`src/rtl/core/cbaa_pkg.sv`:
```
// shared types and constants of the processor-bandwidth admission block
package cbaa_pkg;

  localparam int CAP_W     = 27;
  localparam int DATA_W    = 32;
  localparam int LOAD_W    = 20;
  localparam int REQ_W     = 2;
  localparam int RATE_W    = 5;
  localparam int SCALE_W   = 20;
  localparam int GRANT_W   = 52;
  localparam int TAX_W     = 8;
  localparam int USER_W    = 10;
  localparam int DRAW_W    = 17;
  localparam int LEFT_W    = 10;
  localparam int S_TDATA_W = 152;
  localparam int M_TDATA_W = 224;
  localparam int APB_AW    = 3;

  localparam logic [REQ_W-1:0] REQ_ADMIT = 2'd0;
  localparam logic [REQ_W-1:0] REQ_TICK  = 2'd1;
  localparam logic [REQ_W-1:0] REQ_BURN  = 2'd2;

  localparam logic [CAP_W-1:0]   CAP_RESET = 27'd1000000;
  localparam logic [SCALE_W-1:0] BW_SCALE  = 20'd1000000;

  localparam int LOAD_UNIT  = 1000;
  localparam int PERCENT    = 100;
  localparam int RATE_FLOOR = 1;
  localparam int RATE_CEIL  = 20;

  // decoded request as it sits in the queue
  typedef struct packed {
    logic [REQ_W-1:0]  req;
    logic [DATA_W-1:0] cost;
    logic [DATA_W-1:0] period;
    logic [RATE_W-1:0] rate;
    logic              intr;
    logic              adm;
    logic [DATA_W-1:0] budget;
    logic [DATA_W-1:0] burn;
  } cmd_t;

  // result item, last member in the lowest bits
  typedef struct packed {
    logic [DATA_W-1:0]  kernel_pool;
    logic [CAP_W-1:0]   free_total;
    logic [CAP_W-1:0]   reserved_total;
    logic               kernel_deficit;
    logic               budget_exhausted;
    logic [DATA_W-1:0]  budget_after;
    logic [LEFT_W-1:0]  left_tokens;
    logic [DRAW_W-1:0]  reserved_draw;
    logic [USER_W-1:0]  net_supply;
    logic [TAX_W-1:0]   tax_tokens;
    logic [GRANT_W-1:0] granted_bandwidth;
    logic               status;
  } res_t;

  typedef struct packed {
    logic             we;
    logic [CAP_W-1:0] data;
  } cfg_wr_t;

endpackage

```
`src/rtl/core/cbaa_front.sv`:
```
// front end: takes request transfers, decodes fields and the tax rate
module cbaa_front (
  input  logic                           s_tvalid,
  output logic                           s_tready,
  input  logic [cbaa_pkg::S_TDATA_W-1:0] s_tdata,
  input  logic [cbaa_pkg::REQ_W-1:0]     s_tuser,
  input  logic                           q_full,
  output logic                           q_push,
  output cbaa_pkg::cmd_t                 q_data
);
  import cbaa_pkg::*;

  logic [LOAD_W-1:0] load;
  logic [RATE_W-1:0] rate;

  assign load = s_tdata[83:64];

  // tax rate 1 + load/1000, clamped to 20
  always_comb begin
    rate = RATE_W'(RATE_FLOOR);
    for (int k = 1; k < RATE_CEIL; k++) begin
      if (load >= LOAD_W'(k * LOAD_UNIT)) begin
        rate = RATE_W'(RATE_FLOOR + k);
      end
    end
  end

  assign s_tready = !q_full;
  assign q_push   = s_tvalid && !q_full;

  always_comb begin
    q_data        = '0;
    q_data.req    = s_tuser;
    q_data.cost   = s_tdata[31:0];
    q_data.period = s_tdata[63:32];
    q_data.rate   = rate;
    q_data.intr   = s_tdata[84];
    q_data.adm    = s_tdata[85];
    q_data.budget = s_tdata[117:86];
    q_data.burn   = s_tdata[149:118];
  end

endmodule

```
`src/rtl/core/cbaa_queue.sv`:
```
// two-entry queue of decoded requests between front and back end
module cbaa_queue (
  input  logic           clk,
  input  logic           rst,
  input  logic           push,
  input  cbaa_pkg::cmd_t wdata,
  input  logic           pop,
  output cbaa_pkg::cmd_t rdata,
  output logic           full,
  output logic           empty
);
  import cbaa_pkg::*;

  cmd_t       mem [2];
  logic       wptr;
  logic       rptr;
  logic [1:0] count;

  assign full  = (count == 2'd2);
  assign empty = (count == 2'd0);
  assign rdata = mem[rptr];

  always_ff @(posedge clk) begin
    if (push) begin
      mem[wptr] <= wdata;
    end
  end

  always_ff @(posedge clk) begin
    if (rst) begin
      wptr  <= 1'b0;
      rptr  <= 1'b0;
      count <= 2'd0;
    end else begin
      if (push) begin
        wptr <= !wptr;
      end
      if (pop) begin
        rptr <= !rptr;
      end
      case ({push, pop})
        2'b10:   count <= count + 2'd1;
        2'b01:   count <= count - 2'd1;
        default: count <= count;
      endcase
    end
  end

  a_no_overflow: assert property (@(posedge clk) disable iff (rst) full |-> !push)
    else $error("push into full queue");
  a_no_underflow: assert property (@(posedge clk) disable iff (rst) empty |-> !pop)
    else $error("pop from empty queue");

endmodule

```
`src/rtl/core/cbaa_div.sv`:
```
// radix-2 restoring divider, one quotient bit per cycle
module cbaa_div #(
  parameter int N = 52,
  parameter int D = 32
) (
  input  logic         clk,
  input  logic         rst,
  input  logic         start,
  input  logic [N-1:0] dividend,
  input  logic [D-1:0] divisor,
  output logic         done,
  output logic [N-1:0] quotient
);
  localparam int CW = $clog2(N + 1);

  logic [D:0]    rem;
  logic [N-1:0]  quo;
  logic [D-1:0]  dsr;
  logic [CW-1:0] cnt;
  logic          run;
  logic [D:0]    shifted;
  logic [D:0]    trial;

  assign shifted  = {rem[D-1:0], quo[N-1]};
  assign trial    = shifted - {1'b0, dsr};
  assign quotient = quo;

  always_ff @(posedge clk) begin
    if (start) begin
      rem <= '0;
      quo <= dividend;
      dsr <= divisor;
    end else if (run) begin
      rem <= trial[D] ? shifted : trial;
      quo <= {quo[N-2:0], !trial[D]};
    end
  end

  always_ff @(posedge clk) begin
    if (rst) begin
      run  <= 1'b0;
      done <= 1'b0;
      cnt  <= '0;
    end else begin
      done <= 1'b0;
      if (start) begin
        run <= 1'b1;
        cnt <= CW'(N);
      end else if (run) begin
        cnt <= cnt - CW'(1);
        if (cnt == CW'(1)) begin
          run  <= 1'b0;
          done <= 1'b1;
        end
      end
    end
  end

endmodule

```
`src/rtl/core/cbaa_back.sv`:
```
// back end: bandwidth bank state, multiply/divide sequencer, result register
module cbaa_back #(
  parameter int TICK_SUPPLY = 1000
) (
  input  logic                       clk,
  input  logic                       rst,
  input  cbaa_pkg::cfg_wr_t          cfg,
  output logic [cbaa_pkg::CAP_W-1:0] capacity,
  input  logic                       q_empty,
  output logic                       q_pop,
  input  cbaa_pkg::cmd_t             q_data,
  output logic                       out_valid,
  input  logic                       out_ready,
  output cbaa_pkg::res_t             out_res
);
  import cbaa_pkg::*;

  localparam int TAX_MAXV = TICK_SUPPLY * RATE_CEIL / PERCENT;
  localparam int TXW      = $clog2(TAX_MAXV + 1);
  localparam int USW      = $clog2(TICK_SUPPLY + 1);
  localparam int MBW      = (USW > SCALE_W) ? USW : SCALE_W;
  localparam int PW       = DATA_W + MBW;

  localparam logic [2:0] ST_IDLE  = 3'd0;
  localparam logic [2:0] ST_MUL   = 3'd1;
  localparam logic [2:0] ST_START = 3'd2;
  localparam logic [2:0] ST_DIV   = 3'd3;
  localparam logic [2:0] ST_DONE  = 3'd4;

  logic [2:0]        state;
  cmd_t              cmd;
  logic [PW-1:0]     prod;
  logic [TXW-1:0]    tax_r;
  logic [USW-1:0]    user_r;
  logic [CAP_W-1:0]  reserved;
  logic [CAP_W-1:0]  free_bw;
  logic [DATA_W-1:0] pool;

  logic [CAP_W-1:0]  reserved_next;
  logic [CAP_W-1:0]  free_next;
  logic [DATA_W-1:0] pool_next;
  res_t              res_c;

  logic [TXW-1:0]    tax_tab [2**RATE_W];
  logic [TXW-1:0]    tax_c;
  logic [USW-1:0]    user_c;
  logic              is_tick;
  logic              need_div;
  logic [DATA_W-1:0] mul_a;
  logic [MBW-1:0]    mul_b;
  logic              div_start;
  logic              div_done;
  logic [PW-1:0]     q;
  logic [DATA_W-1:0] div_dsr;
  logic [PW:0]       admit_sum;
  logic [DATA_W:0]   pool_sum;
  logic [USW-1:0]    left_full;
  logic              res_load;

  // tax tokens per rate, rates above the cap read as the cap
  for (genvar r = 0; r < 2**RATE_W; r++) begin : g_tax
    assign tax_tab[r] = TXW'(TICK_SUPPLY * ((r > RATE_CEIL) ? RATE_CEIL : r) / PERCENT);
  end

  assign tax_c    = tax_tab[cmd.rate];
  assign user_c   = USW'(TICK_SUPPLY) - USW'(tax_c);
  assign is_tick  = (cmd.req == REQ_TICK);
  assign need_div = is_tick || ((cmd.req == REQ_ADMIT) && (cmd.period != '0));

  // one shared multiplier: cost*1e6 for admit, reserved*user for tick
  assign mul_a   = is_tick ? DATA_W'(reserved) : cmd.cost;
  assign mul_b   = is_tick ? MBW'(user_r) : MBW'(BW_SCALE);
  assign div_dsr = is_tick ? DATA_W'(BW_SCALE) : cmd.period;
  assign prod    = mul_a * mul_b;

  assign div_start = (state == ST_START);
  assign q_pop     = (state == ST_IDLE) && !q_empty;
  assign res_load  = (state == ST_DONE) && (!out_valid || out_ready);

  cbaa_div #(
    .N (PW),
    .D (DATA_W)
  ) u_div (
    .clk      (clk),
    .rst      (rst),
    .start    (div_start),
    .dividend (prod),
    .divisor  (div_dsr),
    .done     (div_done),
    .quotient (q)
  );

  assign admit_sum = {1'b0, q} + (PW+1)'(reserved);
  assign pool_sum  = {1'b0, pool} + (DATA_W+1)'(tax_r);
  assign left_full = (PW'(user_r) > q) ? (user_r - USW'(q)) : '0;

  always_comb begin
    res_c              = '0;
    res_c.budget_after = cmd.budget;
    reserved_next      = reserved;
    free_next          = free_bw;
    pool_next          = pool;
    case (cmd.req)
      REQ_ADMIT: begin
        if (cmd.period == '0) begin
          res_c.status = 1'b1;
        end else begin
          res_c.granted_bandwidth = GRANT_W'(q);
          if (admit_sum > (PW+1)'(capacity)) begin
            res_c.status = 1'b1;
          end else begin
            reserved_next = reserved + q[CAP_W-1:0];
            free_next     = (PW'(free_bw) >= q) ? (free_bw - q[CAP_W-1:0]) : '0;
          end
        end
      end
      REQ_TICK: begin
        pool_next           = pool_sum[DATA_W] ? '1 : pool_sum[DATA_W-1:0];
        res_c.tax_tokens    = TAX_W'(tax_r);
        res_c.net_supply    = USER_W'(user_r);
        res_c.reserved_draw = DRAW_W'(q);
        res_c.left_tokens   = LEFT_W'(left_full);
      end
      REQ_BURN: begin
        if (cmd.intr) begin
          if (pool >= cmd.burn) begin
            pool_next = pool - cmd.burn;
          end else begin
            pool_next            = '0;
            res_c.kernel_deficit = 1'b1;
          end
        end else if (cmd.adm) begin
          if (cmd.budget >= cmd.burn) begin
            res_c.budget_after = cmd.budget - cmd.burn;
          end else begin
            res_c.budget_after     = '0;
            res_c.budget_exhausted = 1'b1;
          end
        end
      end
      default: ;
    endcase
    res_c.reserved_total = reserved_next;
    res_c.free_total     = free_next;
    res_c.kernel_pool    = pool_next;
  end

  // payload registers
  always_ff @(posedge clk) begin
    if (q_pop) begin
      cmd <= q_data;
    end
    if (state == ST_MUL) begin
      tax_r  <= tax_c;
      user_r <= user_c;
    end
    if (res_load) begin
      out_res <= res_c;
    end
  end

  // sequencer, bank state and result valid
  always_ff @(posedge clk) begin
    if (rst) begin
      state     <= ST_IDLE;
      out_valid <= 1'b0;
      capacity  <= CAP_RESET;
      reserved  <= '0;
      free_bw   <= CAP_RESET;
      pool      <= '0;
    end else begin
      if (res_load) begin
        out_valid <= 1'b1;
      end else if (out_ready) begin
        out_valid <= 1'b0;
      end
      case (state)
        ST_IDLE: begin
          if (!q_empty) begin
            state <= ST_MUL;
          end
        end
        ST_MUL: begin
          state <= need_div ? ST_START : ST_DONE;
        end
        ST_START: begin
          state <= ST_DIV;
        end
        ST_DIV: begin
          if (div_done) begin
            state <= ST_DONE;
          end
        end
        ST_DONE: begin
          if (res_load) begin
            state <= ST_IDLE;
          end
        end
        default: state <= ST_IDLE;
      endcase
      if (res_load) begin
        reserved <= reserved_next;
      end
      if (cfg.we) begin
        capacity <= cfg.data;
        free_bw  <= cfg.data;
        pool     <= '0;
      end else if (res_load) begin
        free_bw <= free_next;
        pool    <= pool_next;
      end
    end
  end

  a_done_in_div: assert property (@(posedge clk) disable iff (rst)
      div_done |-> state == ST_DIV)
    else $error("divider finished outside of divide wait");
  a_no_overwrite: assert property (@(posedge clk) disable iff (rst)
      (out_valid && !out_ready) |-> !res_load)
    else $error("result register overwritten while stalled");
  a_reserved_hold: assert property (@(posedge clk) disable iff (rst)
      (!res_load && !rst) |=> $stable(reserved))
    else $error("reserved bandwidth changed without a result");

endmodule

```
`src/rtl/core/cpu_bandwidth_admission_accounting.sv`:
```
// top level of the processor-bandwidth admission and accounting block
//
//  channel  | dir | handshake              | content
//  ---------+-----+------------------------+--------------------------------------
//  s_*      | in  | s_tvalid / s_tready    | request: kind in tuser, operands tdata
//  m_*      | out | m_tvalid / m_tready    | one result transfer per request
//  apb      | in  | psel & penable, pready | capacity register at byte address 0
//
//  admit with nonzero period and tick: through the radix-2 divider, one bit a cycle
//  burn, zero-period admit and unknown kinds: no divide
//  a two-entry queue lets the front take two more requests while the back works
//  reset is synchronous: capacity and free bandwidth 1000000, reserved and pool 0
//  a stalled result holds in the output register; the back end waits behind it
module cpu_bandwidth_admission_accounting #(
  parameter int TICK_SUPPLY = 1000
) (
  input  logic                           clk,
  input  logic                           rst,
  // slave side
  input  logic                           s_tvalid,
  output logic                           s_tready,
  // tdata: cost_us[31:0], period[63:32], system_load[83:64], in_interrupt[84],
  //        task_admitted[85], task_budget[117:86], burn_time_us[149:118], zero fill
  input  logic [cbaa_pkg::S_TDATA_W-1:0] s_tdata,
  // tuser: req_type[1:0]
  input  logic [cbaa_pkg::REQ_W-1:0]     s_tuser,
  // master side
  output logic                           m_tvalid,
  input  logic                           m_tready,
  // tdata: status[0], granted_bandwidth[52:1], tax_tokens[60:53],
  //        net_supply[70:61], reserved_draw[87:71], left_tokens[97:88],
  //        budget_after[129:98], budget_exhausted[130], kernel_deficit[131],
  //        reserved_total[158:132], free_total[185:159], kernel_pool[217:186],
  //        zero fill
  output logic [cbaa_pkg::M_TDATA_W-1:0] m_tdata,
  // configuration port
  input  logic                           psel,
  input  logic                           penable,
  input  logic                           pwrite,
  input  logic [cbaa_pkg::APB_AW-1:0]    paddr,
  input  logic [31:0]                    pwdata,
  output logic [31:0]                    prdata,
  output logic                           pready
);
  import cbaa_pkg::*;

  cmd_t             push_data;
  cmd_t             head;
  logic             q_push;
  logic             q_pop;
  logic             q_full;
  logic             q_empty;
  cfg_wr_t          cfg;
  logic [CAP_W-1:0] capacity;
  res_t             res;
  logic             cap_sel;

  // single register, selected by the word address bit
  assign cap_sel  = !paddr[2];
  assign pready   = 1'b1;
  assign cfg.we   = psel && penable && pwrite && cap_sel;
  assign cfg.data = pwdata[CAP_W-1:0];
  assign prdata   = cap_sel ? 32'(capacity) : '0;

  cbaa_front u_front (
    .s_tvalid (s_tvalid),
    .s_tready (s_tready),
    .s_tdata  (s_tdata),
    .s_tuser  (s_tuser),
    .q_full   (q_full),
    .q_push   (q_push),
    .q_data   (push_data)
  );

  // decoupling queue between classification and execution
  cbaa_queue u_queue (
    .clk   (clk),
    .rst   (rst),
    .push  (q_push),
    .wdata (push_data),
    .pop   (q_pop),
    .rdata (head),
    .full  (q_full),
    .empty (q_empty)
  );

  cbaa_back #(
    .TICK_SUPPLY (TICK_SUPPLY)
  ) u_back (
    .clk       (clk),
    .rst       (rst),
    .cfg       (cfg),
    .capacity  (capacity),
    .q_empty   (q_empty),
    .q_pop     (q_pop),
    .q_data    (head),
    .out_valid (m_tvalid),
    .out_ready (m_tready),
    .out_res   (res)
  );

  // result struct already lies last field lowest
  assign m_tdata = {(M_TDATA_W - $bits(res_t))'(0), res};

endmodule

```
`config.mk`:
```
export PLATFORM = sky130hd
export DESIGN_NAME = cpu_bandwidth_admission_accounting
export DESIGN_NICKNAME = d
export VERILOG_FILES = /design/src/rtl/core/cbaa_pkg.sv /design/src/rtl/core/cbaa_front.sv /design/src/rtl/core/cbaa_queue.sv /design/src/rtl/core/cbaa_div.sv /design/src/rtl/core/cbaa_back.sv /design/src/rtl/core/cpu_bandwidth_admission_accounting.sv
export SDC_FILE = /design/constraint.sdc
export NUM_CORES = 2
export LEC_CHECK = 0
export ABC_AREA = 1
export BUFFER_PORTS_ARGS = -buffer_cell sky130_fd_sc_hd__buf_2
export CORE_ASPECT_RATIO = 0.75
export CORE_MARGIN = 1.5
export CORE_UTILIZATION = 44
export CTS_CLUSTER_DIAMETER = 80
export DETAILED_ROUTE_END_ITERATION = 6
export MAX_ROUTING_LAYER = met4
export PLACE_DENSITY = 0.61
export SYNTH_ARGS = -nofsm -noshare
export SYNTH_HDL_FRONTEND = slang
export SYNTH_SLANG_ARGS = --single-unit
```
`constraint.sdc`:
```
create_clock -name clk -period 9.5 [get_ports clk]
set_input_delay 1.9 -clock clk [delete_from_list [all_inputs] [get_ports clk]]
set_output_delay 1.9 -clock clk [all_outputs]
set_load 0.005 [all_outputs]
```
==> results.toml <==
[outcome]
status = "completed"

[placement]
detailed_place_hpwl_um = 147000
port_buffers = 431
gp_congestion = 0.958

[timing]
hold_violations = 0
fin_setup_tns_ps = 0
finalCritPeriodShare = 0.904
finalSetupViolCount = 0
fmax_mhz = 116
finalMaxSlewViolations = 0
rsz0062_at_grt = "false"
holdWs_ps = 476
worst_slew_pin_slew_ps = 1360
skew_ps = 65.6
post-route-min-period_ps = 8590
slew_headroom = 0.0908

[global_route]
grt_use_met2 = 0.393
antenna_found_initial = 18
met3_usage = 0.0473
grt_pass1_wl_um = 284000
overflow = 0
met1_usage = 0.392
grt_max_degree = 157
grt.busiest_layer = "met2"
track_usage = 0.270
grt_pass1_vias = 46912

[critical_path]
reg2reg_depth = 29
critPathSlowestCell = "o41ai_1"
reg2reg_slack_ps = 910
path_class = "flip-flop to flip-flop"
crit_path_end_kind = "flip-flop"
cpPeakStageDelay_ps = 650
arrival_ps = 9020
cp.required_ps = 9940
crit_path_start = "u_back.cmd[136]$_DFFE_PP_"
cp-start-kind = "flip-flop"
r2r_end = "u_back.u_div.quotient[51]$_DFFE_PP_"
crit_fanout = 113
worst_r2r_startpoint = "u_back.cmd[136]$_DFFE_PP_"

[layout]
drive_above_1_share = 0.0944
fillers = 13279
final_nets = 8501
final_core_util = 0.499
syn2layout_area_growth_pct = 12.4

[clock_tree]
path_clk_slew_ps = 60
cts-root-buf = "clkbuf_16"
h-tree-depth = 3
cts_hold_buffers = 0
cts_made_buffers = 91
cts_resized = 0
cts_tree = "yes"
clk_path_buf_depth = 3
clock_sinks = 885
clock_latency_ps = 760
post_cts_buffers = 0

[die]
design.die.area_um2 = 142000
die_w_um = 435
fp.dieH_um = 327
core-area_um2 = 138000
initial_core_util = 0.444
num_io_pins = 455
row_count = 118

[routing]
antenna_left = 0
drtIter0Drc = 4135
vias = 49006
firstDrtPassIters = 6
avgRoutedWirePerCell_um = 19.8
wirelength_um = 187000
vias_per_cell = 5.18
drc = 0

[synthesis]
avgSynthCellArea_um2 = 8.69
ys_ff_latch = 885
ys.flop_type = "edfxtp_1"
mappedNetlistArea_um2 = 61500
synth_edf_count = 724
synthArstFlopShare = 0
ys_seq_area_frac = 0.406
ys_types = 61
syn_inst = 7074
yosysWarnings = 0

[min_path]
hold_depth = 2
holdPathEnd = "u_back.u_div.rem[13]$_SDFFE_PP0P_"
worstHoldStart = "u_back.u_div.rem[13]$_SDFFE_PP0P_"
hold_path.class = "flip-flop to flip-flop"

[job]
drv_cap = 0
[area by class of cell]
| cell class | count | area [um^2] | area share |
|---|---|---|---|
| Multi-Input combinational cell | 4866 | 31500 | 0.455 |
| Sequential cell | 885 | 25000 | 0.361 |
| Inverter | 1187 | 4470 | 0.0647 |
| Timing Repair Buffer | 476 | 2560 | 0.0370 |
| Clock buffer | 113 | 2420 | 0.0351 |
| Tap cell | 1860 | 2330 | 0.0337 |
| Clock inverter | 58 | 826 | 0.0120 |
| Antenna cell | 16 | 40.0 | 0.000580 |
[critical path: cells and delay by family (launching register included)]
kind                     cells  cell delay (ps)
AO/OA/AOI/OAI                4             1310
XOR/XNOR                     1              240
adder cells (fa/ha/maj)      8             3590
buffers and inverters        7             1140
flip-flops                   1              390
AND/OR/NAND/NOR              9             1440
[cell usage after synthesis, drive strengths merged, types with 4 or more instances]
library cell	instances	area, um^2
dfxtp	161	3220
or2	31	194
nand2	1673	6320
fa	340	6810
xnor2	84	736
buf	50	319
o31ai	6	45.0
edfxtp	724	21700
a21o	16	120
nand4	65	413
inv	1174	4410
xor2	96	841
o21bai	14	105
o211ai	44	330
nand3b	4	30.0
ha	458	5730
clkbuf	134	503
o22ai	49	307
o21a	25	188
nor2	697	2660
nor3	73	402
nand3	178	901
o221ai	4	35.0
clkinv	13	53.8
and2	4	25.0
a21oi	429	2150
o2111ai	7	61.3
a31oi	37	231
a211oi	7	52.6
o21ai	406	2040
a22o	5	43.8
nor4	41	257
[flip-flops by register name (all words and copies together), names as in the netlist, 27 cells and up]
signal                 cells
u_queue.mem              274
u_back.out_res           215
u_back.cmd               137
u_back.u_div.quotient     52
u_back.pool               32
u_back.u_div.dsr          32
u_back.u_div.rem          32
u_back.capacity           27
u_back.free_bw            27
u_back.reserved           27
[stage by stage]
step / area [um^2] / setup WS, ps / cells
floorplan: 61600 / 475 / 7122
global placement: 65800 / 1130 / 9274
detailed placement: 65800 / 1050 / 9274
CTS: 69000 / 999 / 9445
global route: 69100 / 454 / 9457
finish: 69100 / 914 / 9461
[logic make-up (layout without fill, tap and decap cells)]
| logic type | Yosys count | in the layout | share of synthesized area |
|---|---|---|---|
| AND/OR/NAND/NOR | 2774 | 2774 | 0.183 |
| buffers and inverters | 1371 | 1834 | 0.0860 |
| AO/OA/AOI/OAI | 1064 | 1064 | 0.0950 |
| flip-flops | 885 | 885 | 0.406 |
| adder cells (fa/ha/maj) | 798 | 798 | 0.204 |
| XOR/XNOR | 180 | 180 | 0.0257 |
| other | 2 | 66 | 0.000122 |
[cells in the final DEF, fill, tap and decap left out, types with 84 or more instances in the layout]
cell,Yosys,layout
nand2_1,1660,1659
inv_1,1160,1156
edfxtp_1,724,724
nor2_1,684,676
ha_1,458,457
buf_2,9,431
a21oi_1,429,429
o21ai_0,370,370
fa_1,340,340
nand3_1,176,176
dfxtp_1,161,160
xor2_1,96,96
clkbuf_16,0,93
xnor2_1,84,84
[metal layers]
metal / vias to the layer above / part of all wire
met1: 23231 / 0.47
met5: - / 0
li1: 23878 / -
met4: 0 / 0.022
met2: 1654 / 0.43
met3: 243 / 0.075
[how the worst max path moves through the flow]
stage,depth (start not counted),slack (ps),to
final,29,910,u_back.u_div.quotient[51]$_DFFE_PP_
after global routing,29,450,u_back.u_div.quotient[51]$_DFFE_PP_
after CTS,29,1000,u_back.u_div.quotient[45]$_DFFE_PP_
after detailed placement,29,1050,u_back.u_div.quotient[45]$_DFFE_PP_
after global placement,29,1130,u_back.u_div.quotient[45]$_DFFE_PP_
after floorplan,5,480,u_back.pool[22]$_SDFFE_PP0P_
Power is left out: the tool's default activity adds up to more than one toggle a clock period on the data nets, which glitch-free logic cannot reach.
